`src/design/fbfl_pkg.sv`:
```
// Package for the fixed block free-list allocator.
// Holds beat structs, operation and status codes, FSM states and register indexes.
// No dependencies.
package fbfl_pkg;

    localparam int COUNT_W     = 9;
    localparam int BSIZE_W     = 16;
    localparam int STRIDE_W    = 17;
    localparam int OFFSET_W    = 24;
    localparam int CFG_DATA_W  = 16;

    localparam logic [BSIZE_W-1:0] BSIZE_RST      = 16'd8;
    localparam logic [COUNT_W-1:0] SLOT_COUNT_RST = 9'd256;

    localparam logic REG_BSIZE      = 1'b0;
    localparam logic REG_SLOT_COUNT = 1'b1;

    typedef enum logic [1:0] {
        FUNC_INIT    = 2'd0,
        FUNC_ALLOC   = 2'd1,
        FUNC_FREE    = 2'd2,
        FUNC_RELEASE = 2'd3
    } func_t;

    typedef enum logic [1:0] {
        ST_OK      = 2'd0,
        ST_EMPTY   = 2'd1,
        ST_INVALID = 2'd2
    } status_t;

    typedef enum logic [1:0] {
        S_IDLE,
        S_EXEC,
        S_INIT,
        S_FIN
    } state_t;

    typedef struct packed {
        func_t      func;
        logic [7:0] slot_index;
    } req_t;

    typedef struct packed {
        status_t              status;
        logic [7:0]           granted_slot;
        logic [OFFSET_W-1:0]  byte_offset;
        logic [COUNT_W-1:0]   free_slots;
    } rsp_t;

endpackage

```
`src/design/fixed_block_free_list_allocator.sv`:
```
// Fixed-size block pool allocator with a LIFO free list in a link memory.
// Alloc, free, release, rejected init: request and result registered, one at a time.
// Valid init: S_INIT threads slot_count links, one per cycle, through the
// single write port; the stride is a reciprocal multiply overlapped with the threading.
// Reset (async, rst_n low): empty pool, head none, counts and stride zero; the link
// memory is not cleared and holds garbage until init or free writes it.
module fixed_block_free_list_allocator #(
    parameter int NUM_SLOTS   = 256,
    parameter int ALIGN_BYTES = 16,
    parameter int LINK_BYTES  = 8
) (
    input  logic                               clk,
    input  logic                               rst_n,
    input  logic                               in_valid,
    output logic                               in_ready,
    input  fbfl_pkg::req_t                     in_data,
    output logic                               out_valid,
    input  logic                               out_ready,
    output fbfl_pkg::rsp_t                     out_data,
    input  logic                               cfg_we,
    input  logic                               cfg_addr,
    input  logic [fbfl_pkg::CFG_DATA_W-1:0]    cfg_wdata
);

    localparam int AW = (NUM_SLOTS > 1) ? $clog2(NUM_SLOTS) : 1;
    localparam int LW = $clog2(NUM_SLOTS + 1);
    localparam int XW = (LW > fbfl_pkg::COUNT_W) ? LW : fbfl_pkg::COUNT_W;
    localparam int MW = fbfl_pkg::STRIDE_W + 8;
    localparam int PW = (LW + fbfl_pkg::STRIDE_W > fbfl_pkg::OFFSET_W) ?
                        (LW + fbfl_pkg::STRIDE_W) : fbfl_pkg::OFFSET_W;
    localparam logic [LW-1:0] NONE_SLOT = LW'(NUM_SLOTS);

    localparam int BW = fbfl_pkg::BSIZE_W;
    localparam int CW = fbfl_pkg::COUNT_W;
    localparam int SW = fbfl_pkg::STRIDE_W;
    localparam int RS = SW + 7;
    localparam int QW = SW + RS + 1;
    localparam int RECIP_I = ((1 << RS) + ALIGN_BYTES - 1) / ALIGN_BYTES;
    localparam logic [RS:0] RECIP = (RS + 1)'(RECIP_I);

    logic [LW-1:0] link_mem [NUM_SLOTS];
    logic [LW-1:0] link_rd_reg;
    logic          mem_we;
    logic [AW-1:0] mem_waddr;
    logic [LW-1:0] mem_wdata;

    fbfl_pkg::state_t state_reg, state_next;
    fbfl_pkg::req_t   req_reg;
    fbfl_pkg::rsp_t   out_reg, out_next;
    logic             out_valid_reg, out_valid_next;

    logic [BW-1:0] blk_size_reg;
    logic [CW-1:0] slot_cnt_reg;

    logic [LW-1:0] head_reg, head_next;
    logic [CW-1:0] free_reg, free_next;
    logic [CW-1:0] active_reg, active_next;
    logic [SW-1:0] stride_reg, stride_next;

    logic [AW-1:0] init_idx_reg, init_idx_next;
    logic          links_done_reg, links_done_next;
    logic [SW-1:0] div_dvd_reg, div_dvd_next;
    logic [SW-1:0] div_q_reg, div_q_next;

    logic          out_free;
    logic          init_bad;
    logic          free_bad;
    logic          list_empty;
    logic [BW-1:0] stride_base;
    logic [QW-1:0] div_prod;
    logic [MW-1:0] stride_mult;
    logic [PW-1:0] offset_prod;
    logic [XW-1:0] init_succ;
    logic          init_last;

    assign in_ready  = (state_reg == fbfl_pkg::S_IDLE);
    assign out_valid = out_valid_reg;
    assign out_data  = out_reg;
    assign out_free  = !out_valid_reg || out_ready;

    assign init_bad    = (blk_size_reg == '0) || (slot_cnt_reg == '0) ||
                         (XW'(slot_cnt_reg) > XW'(NUM_SLOTS));
    assign free_bad    = ({1'b0, req_reg.slot_index} >= CW'(active_reg));
    assign list_empty  = (head_reg >= NONE_SLOT);
    assign stride_base = (blk_size_reg < BW'(LINK_BYTES)) ? BW'(LINK_BYTES) : blk_size_reg;
    assign div_prod    = QW'(div_dvd_reg) * QW'(RECIP);
    assign stride_mult = MW'(div_q_reg) * MW'(ALIGN_BYTES);
    assign offset_prod = PW'(head_reg) * PW'(stride_reg);
    assign init_succ   = XW'(init_idx_reg) + XW'(1);
    assign init_last   = (init_succ >= XW'(slot_cnt_reg));

    // configuration registers
    always_ff @(posedge clk or negedge rst_n)
    begin
        if (!rst_n)
        begin
            blk_size_reg <= fbfl_pkg::BSIZE_RST;
            slot_cnt_reg <= fbfl_pkg::SLOT_COUNT_RST;
        end
        else if (cfg_we)
        begin
            case (cfg_addr)
                fbfl_pkg::REG_BSIZE:      blk_size_reg <= cfg_wdata;
                fbfl_pkg::REG_SLOT_COUNT: slot_cnt_reg <= cfg_wdata[CW-1:0];
                default:                  blk_size_reg <= blk_size_reg;
            endcase
        end
    end

    // link memory, one write and one registered read per cycle
    always_ff @(posedge clk)
    begin
        if (mem_we)
        begin
            link_mem[mem_waddr] <= mem_wdata;
        end
        link_rd_reg <= link_mem[head_reg[AW-1:0]];
    end

    always_comb
    begin
        state_next = state_reg;
        case (state_reg)
            fbfl_pkg::S_IDLE:
            begin
                if (in_valid)
                begin
                    state_next = fbfl_pkg::S_EXEC;
                end
            end
            fbfl_pkg::S_EXEC:
            begin
                if (req_reg.func == fbfl_pkg::FUNC_INIT && !init_bad)
                begin
                    state_next = fbfl_pkg::S_INIT;
                end
                else if (out_free)
                begin
                    state_next = fbfl_pkg::S_IDLE;
                end
            end
            fbfl_pkg::S_INIT:
            begin
                if (links_done_reg)
                begin
                    state_next = fbfl_pkg::S_FIN;
                end
            end
            fbfl_pkg::S_FIN:
            begin
                if (out_free)
                begin
                    state_next = fbfl_pkg::S_IDLE;
                end
            end
            default: state_next = fbfl_pkg::S_IDLE;
        endcase
    end

    always_comb
    begin
        head_next       = head_reg;
        free_next       = free_reg;
        active_next     = active_reg;
        stride_next     = stride_reg;
        init_idx_next   = init_idx_reg;
        links_done_next = links_done_reg;
        div_dvd_next    = div_dvd_reg;
        div_q_next      = div_q_reg;
        mem_we          = 1'b0;
        mem_waddr       = init_idx_reg;
        mem_wdata       = NONE_SLOT;
        out_next        = out_reg;
        out_valid_next  = out_valid_reg && !out_ready;

        case (state_reg)
            fbfl_pkg::S_EXEC:
            begin
                case (req_reg.func)
                    fbfl_pkg::FUNC_INIT:
                    begin
                        if (init_bad)
                        begin
                            if (out_free)
                            begin
                                out_valid_next      = 1'b1;
                                out_next            = '0;
                                out_next.status     = fbfl_pkg::ST_INVALID;
                                out_next.free_slots = free_reg;
                            end
                        end
                        else
                        begin
                            init_idx_next   = '0;
                            links_done_next = 1'b0;
                            div_dvd_next    = SW'(stride_base) + SW'(ALIGN_BYTES - 1);
                        end
                    end
                    fbfl_pkg::FUNC_ALLOC:
                    begin
                        if (out_free)
                        begin
                            out_valid_next      = 1'b1;
                            out_next            = '0;
                            out_next.free_slots = free_reg;
                            if (list_empty)
                            begin
                                out_next.status = fbfl_pkg::ST_EMPTY;
                            end
                            else
                            begin
                                head_next = link_rd_reg;
                                if (free_reg != '0)
                                begin
                                    free_next = free_reg - CW'(1);
                                end
                                out_next.status       = fbfl_pkg::ST_OK;
                                out_next.granted_slot = head_reg[7:0];
                                out_next.byte_offset  = offset_prod[fbfl_pkg::OFFSET_W-1:0];
                                out_next.free_slots   = free_next;
                            end
                        end
                    end
                    fbfl_pkg::FUNC_FREE:
                    begin
                        if (out_free)
                        begin
                            out_valid_next      = 1'b1;
                            out_next            = '0;
                            if (free_bad)
                            begin
                                out_next.status = fbfl_pkg::ST_INVALID;
                            end
                            else
                            begin
                                mem_we    = 1'b1;
                                mem_waddr = AW'(req_reg.slot_index);
                                mem_wdata = head_reg;
                                head_next = LW'(req_reg.slot_index);
                                if (free_reg < active_reg)
                                begin
                                    free_next = free_reg + CW'(1);
                                end
                                out_next.status = fbfl_pkg::ST_OK;
                            end
                            out_next.free_slots = free_next;
                        end
                    end
                    fbfl_pkg::FUNC_RELEASE:
                    begin
                        if (out_free)
                        begin
                            head_next       = NONE_SLOT;
                            free_next       = '0;
                            active_next     = '0;
                            stride_next     = '0;
                            out_valid_next  = 1'b1;
                            out_next        = '0;
                            out_next.status = fbfl_pkg::ST_OK;
                        end
                    end
                    default: out_next = out_reg;
                endcase
            end
            fbfl_pkg::S_INIT:
            begin
                if (!links_done_reg)
                begin
                    mem_we    = 1'b1;
                    mem_waddr = init_idx_reg;
                    mem_wdata = init_last ? NONE_SLOT : LW'(init_succ);
                    if (init_last)
                    begin
                        links_done_next = 1'b1;
                    end
                    else
                    begin
                        init_idx_next = init_idx_reg + AW'(1);
                    end
                end
                // rounded-up number of alignment units per block, by reciprocal multiply
                div_q_next = div_prod[RS +: SW];
            end
            fbfl_pkg::S_FIN:
            begin
                if (out_free)
                begin
                    stride_next         = stride_mult[SW-1:0];
                    active_next         = slot_cnt_reg;
                    head_next           = '0;
                    free_next           = slot_cnt_reg;
                    out_valid_next      = 1'b1;
                    out_next            = '0;
                    out_next.status     = fbfl_pkg::ST_OK;
                    out_next.free_slots = slot_cnt_reg;
                end
            end
            default: out_next = out_reg;
        endcase
    end

    always_ff @(posedge clk or negedge rst_n)
    begin
        if (!rst_n)
        begin
            state_reg      <= fbfl_pkg::S_IDLE;
            out_valid_reg  <= 1'b0;
            head_reg       <= NONE_SLOT;
            free_reg       <= '0;
            active_reg     <= '0;
            stride_reg     <= '0;
            links_done_reg <= 1'b0;
        end
        else
        begin
            state_reg      <= state_next;
            out_valid_reg  <= out_valid_next;
            head_reg       <= head_next;
            free_reg       <= free_next;
            active_reg     <= active_next;
            stride_reg     <= stride_next;
            links_done_reg <= links_done_next;
        end
    end

    always_ff @(posedge clk)
    begin
        if (in_valid && in_ready)
        begin
            req_reg <= in_data;
        end
        out_reg      <= out_next;
        init_idx_reg <= init_idx_next;
        div_dvd_reg  <= div_dvd_next;
        div_q_reg    <= div_q_next;
    end

    a_free_le_active: assert property (@(posedge clk) disable iff (!rst_n)
        free_reg <= active_reg)
        else $error("free count above active count");

    a_accept_to_exec: assert property (@(posedge clk) disable iff (!rst_n)
        in_valid && in_ready |=> state_reg == fbfl_pkg::S_EXEC)
        else $error("accepted beat not executed");

    a_grant_in_pool: assert property (@(posedge clk) disable iff (!rst_n)
        state_reg == fbfl_pkg::S_EXEC && req_reg.func == fbfl_pkg::FUNC_ALLOC &&
        out_free && !list_empty |-> XW'(head_reg) < XW'(active_reg))
        else $error("granted slot outside active pool");

    a_init_exit: assert property (@(posedge clk) disable iff (!rst_n)
        state_reg == fbfl_pkg::S_FIN |-> links_done_reg)
        else $error("init finished before links were ready");

endmodule

```
`config.mk`:
```
export PLATFORM = sky130hd
export DESIGN_NAME = fixed_block_free_list_allocator
export DESIGN_NICKNAME = d
export VERILOG_FILES = /design/src/design/fbfl_pkg.sv /design/src/design/fixed_block_free_list_allocator.sv
export SDC_FILE = /design/constraint.sdc
export NUM_CORES = 2
export LEC_CHECK = 0
export ABC_CLOCK_PERIOD_IN_PS = 18700
export BUFFER_PORTS_ARGS = -buffer_cell sky130_fd_sc_hd__buf_2
export CAP_MARGIN = 15
export CORE_ASPECT_RATIO = 0.9
export CORE_MARGIN = 4
export CORE_UTILIZATION = 60
export DETAILED_ROUTE_END_ITERATION = 7
export PLACE_DENSITY = 0.73
export SETUP_SLACK_MARGIN = 0.1
export SLEW_MARGIN = 20
export SYNTH_ARGS = -nofsm -noshare
export SYNTH_HDL_FRONTEND = slang
export SYNTH_SLANG_ARGS = --single-unit
```
`constraint.sdc`:
```
create_clock -name clk -period 18.7 [get_ports clk]
set_input_delay 3.74 -clock clk [delete_from_list [all_inputs] [get_ports clk]]
set_output_delay 3.74 -clock clk [all_outputs]
set_load 0.05 [all_outputs]
```
* Word-level counts from Yosys, hierarchy flattened
Memory sizes are Yosys's and may differ from the RTL's. A register that Yosys moved wholly into a read port is not among the register bits.
Cells that the tools add are included.
Widths: inputs -> output; s select.
** Cells by class
- Order comparisons :: 6
- Add/subtract/negate cells :: 5
- Reduce and logical (&&, ||, !) cells :: 27
- Shifts and indexed selects :: 0
- Equal/unequal tests :: 23
- Mux-type cells :: 71
- Div/mod/pow operators :: 0
- Multiply operators :: 1
- Bitwise gates (word level) :: 2
** Operators by type and width (number)
- $mux 43 :: 6
- $pmux 43 s4 :: 1
- $mux 9 :: 19
- $pmux 43 s2 :: 1
- $pmux 9 s2 :: 4
- $mux 8 :: 8
- $pmux 9 s3 :: 2
- $mux 17 :: 3
- $mux 41 :: 1
- $pmux 17 s2 :: 1
- $mul 9x17->24 :: 1
- $ne 3x3->1 const B :: 7
- $ne 2x2->1 const B :: 9
- $add 16x4->17 const B :: 1
- $logic_not 16->1 :: 1
- $lt 16x4->1 const B :: 1
- $mux 16 :: 1
- $pmux 8 s2 :: 1
- $reduce_and 7->1 :: 2
- $mux 1 :: 13
- $mux 2 :: 5
- $add 8x1->9 const B :: 1
- $add 9x1->9 const B :: 1
- $ge 8x9->1 :: 1
- 25 further kinds :: 44
** Word-level totals
- Output and inout port bits :: 45
- Logic and storage cells :: 154
- Input port bits :: 32
- Memories :: 1
- Bits in latches :: 0
- Bits in read-only memories :: 0
- Memory bits (writable) :: 2304
- Flip-flop bits (word level) :: 164
** Memories
- link_mem :: depth 256, bits a word 9, read ports 1, clocked after Yosys merged registers in 1, write ports 1, RTL line fixed_block_free_list_allocator.sv:41 : logic [LW-1:0] link_mem [NUM_SLOTS];

* Depth between registers and ports, before layout
- Depth after elaboration :: 7
- Depth in mapped cells :: 23
- Mapped depth without buffers :: 17

* Worst setup path before layout
OpenSTA, ideal clock, no wires.
- Path kind :: register -> register
- Start :: reg init_idx_reg[0]
- End :: mem link_mem[0][2] in the netlist's numbering, data pin
- Arrival :: 11.935 ns
- Setup time :: 2.187 ns
- Cell stages (with the launch flop) :: 12
- Required time :: 16.513 ns
- Setup slack :: 4.577 ns
- Path buffers :: 1
- Cells stage by stage :: edfxtp_1 -> ha_1 -> nand3_1 -> nor2_1 -> xor2_1 -> ha_1 -> and3_1 -> a21oi_1 -> o21ai_0 -> a2bb2oi_1 -> clkbuf_1 -> o21ai_0
** On the way
- Word-level cells in the longest chain between the ends :: 5
** RTL lines
- start: declaration :: RTL line fixed_block_free_list_allocator.sv:60 : logic [AW-1:0] init_idx_reg, init_idx_next;
- start signal: assignment :: RTL line fixed_block_free_list_allocator.sv:333 : init_idx_reg <= init_idx_next;
- $add 8x1->9 :: RTL line fixed_block_free_list_allocator.sv:89 : assign init_succ = XW'(init_idx_reg) + XW'(1);
- named net init_succ[6] :: RTL line fixed_block_free_list_allocator.sv:73 : logic [XW-1:0] init_succ;
- $ge 9x9->1 :: RTL line fixed_block_free_list_allocator.sv:90 : assign init_last = (init_succ >= XW'(slot_cnt_reg));
- $mux 9 :: RTL line fixed_block_free_list_allocator.sv:271 : mem_wdata = init_last ? NONE_SLOT : LW'(init_succ);
- $mux 9 :: RTL line fixed_block_free_list_allocator.sv:267 : if (!links_done_reg)
- $pmux 9 s2 :: RTL line fixed_block_free_list_allocator.sv:176 : case (state_reg)
- named net mem_wdata[2] :: RTL line fixed_block_free_list_allocator.sv:45 : logic [LW-1:0] mem_wdata;
- end: declaration :: RTL line fixed_block_free_list_allocator.sv:41
The timed path passes the listed nets, and every way through them passes these cells.

* Final worst setup path
- Start :: in out_ready
- End :: mem link_mem[79][4] in the netlist's numbering, data pin
** On the way
- Word-level cells in the longest chain between the ends :: 4
** RTL lines
- start: declaration :: RTL line fixed_block_free_list_allocator.sv:18 : input logic out_ready,
- $logic_or 1x1->1 :: RTL line fixed_block_free_list_allocator.sv:79 : assign out_free = !out_valid_reg || out_ready;
- $mux 9 :: RTL line fixed_block_free_list_allocator.sv:226 : if (out_free)
- $mux 9 :: RTL line fixed_block_free_list_allocator.sv:179 : case (req_reg.func)
- $pmux 9 s2 :: RTL line fixed_block_free_list_allocator.sv:176
- named net mem_wdata[4] :: RTL line fixed_block_free_list_allocator.sv:45
The timed path passes the listed nets, and every way through them passes these cells.

==> results.yml <==
cells_and_area:
  antenna_cells: 0
  layout.nets: 5275
  multi_input_area_um2: 25400
  fillCellCount: 10464
  layout.cells.non_filler: 7530
  final_common_cell: "edfxtp_1"
  largest_register_ffs: 2304
  drive_gt1_frac: 0.238
  mostFrequentLayoutCells: "2,387 x edfxtp_1, 678 x mux4_2, 341 x nor2_1"
  syn2layout_area_growth_pct: 10.6
  postLayoutCellArea_um2: 111000
  seq_area_um2: 73600
synthesis:
  synth_top_area_frac: 0.712
  postSynthAreaPerCell_um2: 20.1
  synth_area_um2: 101000
  yosysWarnings: 0
  synth_enable_flop_cells: 2387
  synthFlopType: "edfxtp_1"
  postSynth.asyncResetShare: 0.0280
  synthCells: 5000
  yosysTopAreaCell: "edfxtp_1"
  yosysSeqAreaShare: 0.731
  ys_seq_elements: 2465
  yosysUniqueCellTypes: 67
  synthTopCellsByArea: "edfxtp_1 71%, mux4_2 15%, dfrtp_1 1.6%"
worst_setup_path:
  worstSetupPathType: "in2reg"
  crit_chain: "buf_2 -> nand2b_1 -> o2111ai_4 -> buf_4 -> nor2_1 -> nand2_1 -> o21ai_4 -> buf_4 -> buf_4 -> buf_4"
  cp_max_fo: 65
  critical_path_depth: 10
  critPathCaptureType: "flop"
  crit_path_frequent_cell: "buf_4"
  rr_worst_depth: 10
  cpLargestDelayFamily: "buffers and inverters"
  critical_path_buf_inv_count: 5
  critPathSlowestCell: "buf_4"
  crit_arrival_ns: 7.46
  cpPeakStageDelay_ns: 0.81
  start_kind: "input port"
  worstPathRequired_ns: 19.25
detailed_routing:
  num_vias: 50586
  drc: 1
  dr.pass1.iters: 8
  ant_nets: 0
  drtIter0Drc: 7948
  via_per_inst: 6.72
  drt-wirelength-per-cell_um: 33.0
  wl_um: 249000
sta:
  max_slew_margin: 0.144
  drv_slew: 0
  finalCriticalPeriod_ns: 6.91
  setup_tns_ns: 0
  period_share: 0.370
  finClkSkew_ns: 0.0456
  grt_setup_unrepaired: "no"
  finalSetupViolations: 0
  worstMarginPinSlew_ns: 1.28
  hold_ws_ns: 0.418
  hold_viol_final: 0
  clock.fmax_ghz: 0.145
pwr:
  power_w: 0.0162
  peakVddDrop_uv: 124
  leakage_nw: 35.2
  powerDensity_nw_per_um2: 146
die:
  die_h_um: 397
  rows: 142
  initial_core_util: 0.604
  dieWidth_um: 440
  fp.coreArea_um2: 167000
  die_area_um2: 174000
  ios: 77
place:
  port_buffers: 72
  place_area_um2: 103000
  dp_cells: 7096
  dp_hpwl_um: 146000
  gp_congestion: 0.916
clock_network:
  numClockSinks: 2465
  cts_made_buffers: 228
  clk_pin_slew_worst_paths_ns: 0.06
  cts_tree: "done"
  postCtsSetupBuffers: 0
  clk-insertion-delay-late_ns: 0.90
  cts_resized: 0
  ctsHoldBuffers: 0
  h-tree-depth: 4
  cts_buffer_depth: 3
  cts_root_buf: "clkbuf_16"
run_status:
  violations: "DRC"
  run_status: "finished, violations left"
worst_hold_path:
  hp-class: "reg2reg"
  whs_path_depth: 0
global_route:
  track_usage: 0.290
  antenna_found_initial: 3
  grt_max_degree: 187
  grt_pass1_vias: 49719
  grt_pass1_wl_um: 363000
  overflow: 0
job:
  cap_violations: 0
==> Yosys cell counts (27+ instances only) <==
cell and n:
and2_1 96, nor2_1 345, a22o_1 38, buf_1 28
o21ai_0 53, dfrtp_1 66, clkbuf_1 133, o22ai_1 33
mux2i_1 101, a21oi_1 41, mux2_2 27, buf_4 47
fa_1 77, inv_1 134, ha_1 71, mux4_2 678
nand2_1 170, nand3_1 37, nand2b_1 33, edfxtp_1 2387
nor3_1 32, buf_2 77, a22oi_1 38
==> final timing paths <==
| kind | to | from | slack, ns |
|---|---|---|---|
| setup / recovery | link_mem[79][4] | out_ready | 11.79 |
| hold / removal | div_q_reg[12] | div_dvd_reg[16] | 0.42 |
| setup reg to reg | link_rd_reg[0] | head_reg[1] | 12.55 |
| hold reg to reg | div_q_reg[12] | div_dvd_reg[16] | 0.42 |
| max in group asynchronous | head_reg[2] | rst_n | 14.97 |
| min in group asynchronous | free_reg[6] | rst_n | 3.01 |
==> cell families (layout without fill, tap and decap cells) <==
group / count (synthesis) / after routing / share of synthesized area
DFF: 2465 / 2465 / 0.731
buffers and inverters: 425 / 720 / 0.0189
muxes: 806 / 806 / 0.165
adders and majority gates: 148 / 148 / 0.0241
AOI/OAI and AO/OA: 318 / 318 / 0.0221
and+or+nand+nor: 798 / 798 / 0.0361
xor gates and xnor gates: 39 / 39 / 0.00339
other: 1 / 4 / 0.0000372
==> layer usage <==
layer | global-route usage | part of all wire
met1 | 0.435 | 0.38
met2 | 0.429 | 0.46
met3 | 0.0838 | 0.13
met4 | 0.0777 | 0.027
met5 | 0 | 0.000052
==> metrics by stage <==
| stage | worst slack (ns) | util |
|---|---|---|
| final | 11.79 | 0.669 |
| after global routing | 11.57 | 0.669 |
| after CTS | 11.68 | 0.668 |
| after detailed placement | 10.81 | 0.620 |
| after global placement | 10.89 | 0.620 |
| after floorplan | 4.58 | - |
==> report_power, final <==
part	switching (W)	internal (W)	total, W	leakage, nW
Sequential	0.000246	0.00638	0.00663	22.3
Combinational	0.00286	0.00184	0.00470	9.07
Clock	0.00210	0.00281	0.00491	3.84
==> cell type report <==
| class | instances | share of cell area |
|---|---|---|
| flip-flops and latches | 2465 | 0.661 |
| repair buffers | 152 | 0.0101 |
| multi-input cells | 2113 | 0.228 |
| clock buffers | 264 | 0.0527 |
| well taps | 2232 | 0.0251 |
| inverters | 135 | 0.00455 |
| clock inverters | 169 | 0.0190 |
No activity file was read; power rests on OpenSTA's default activity.
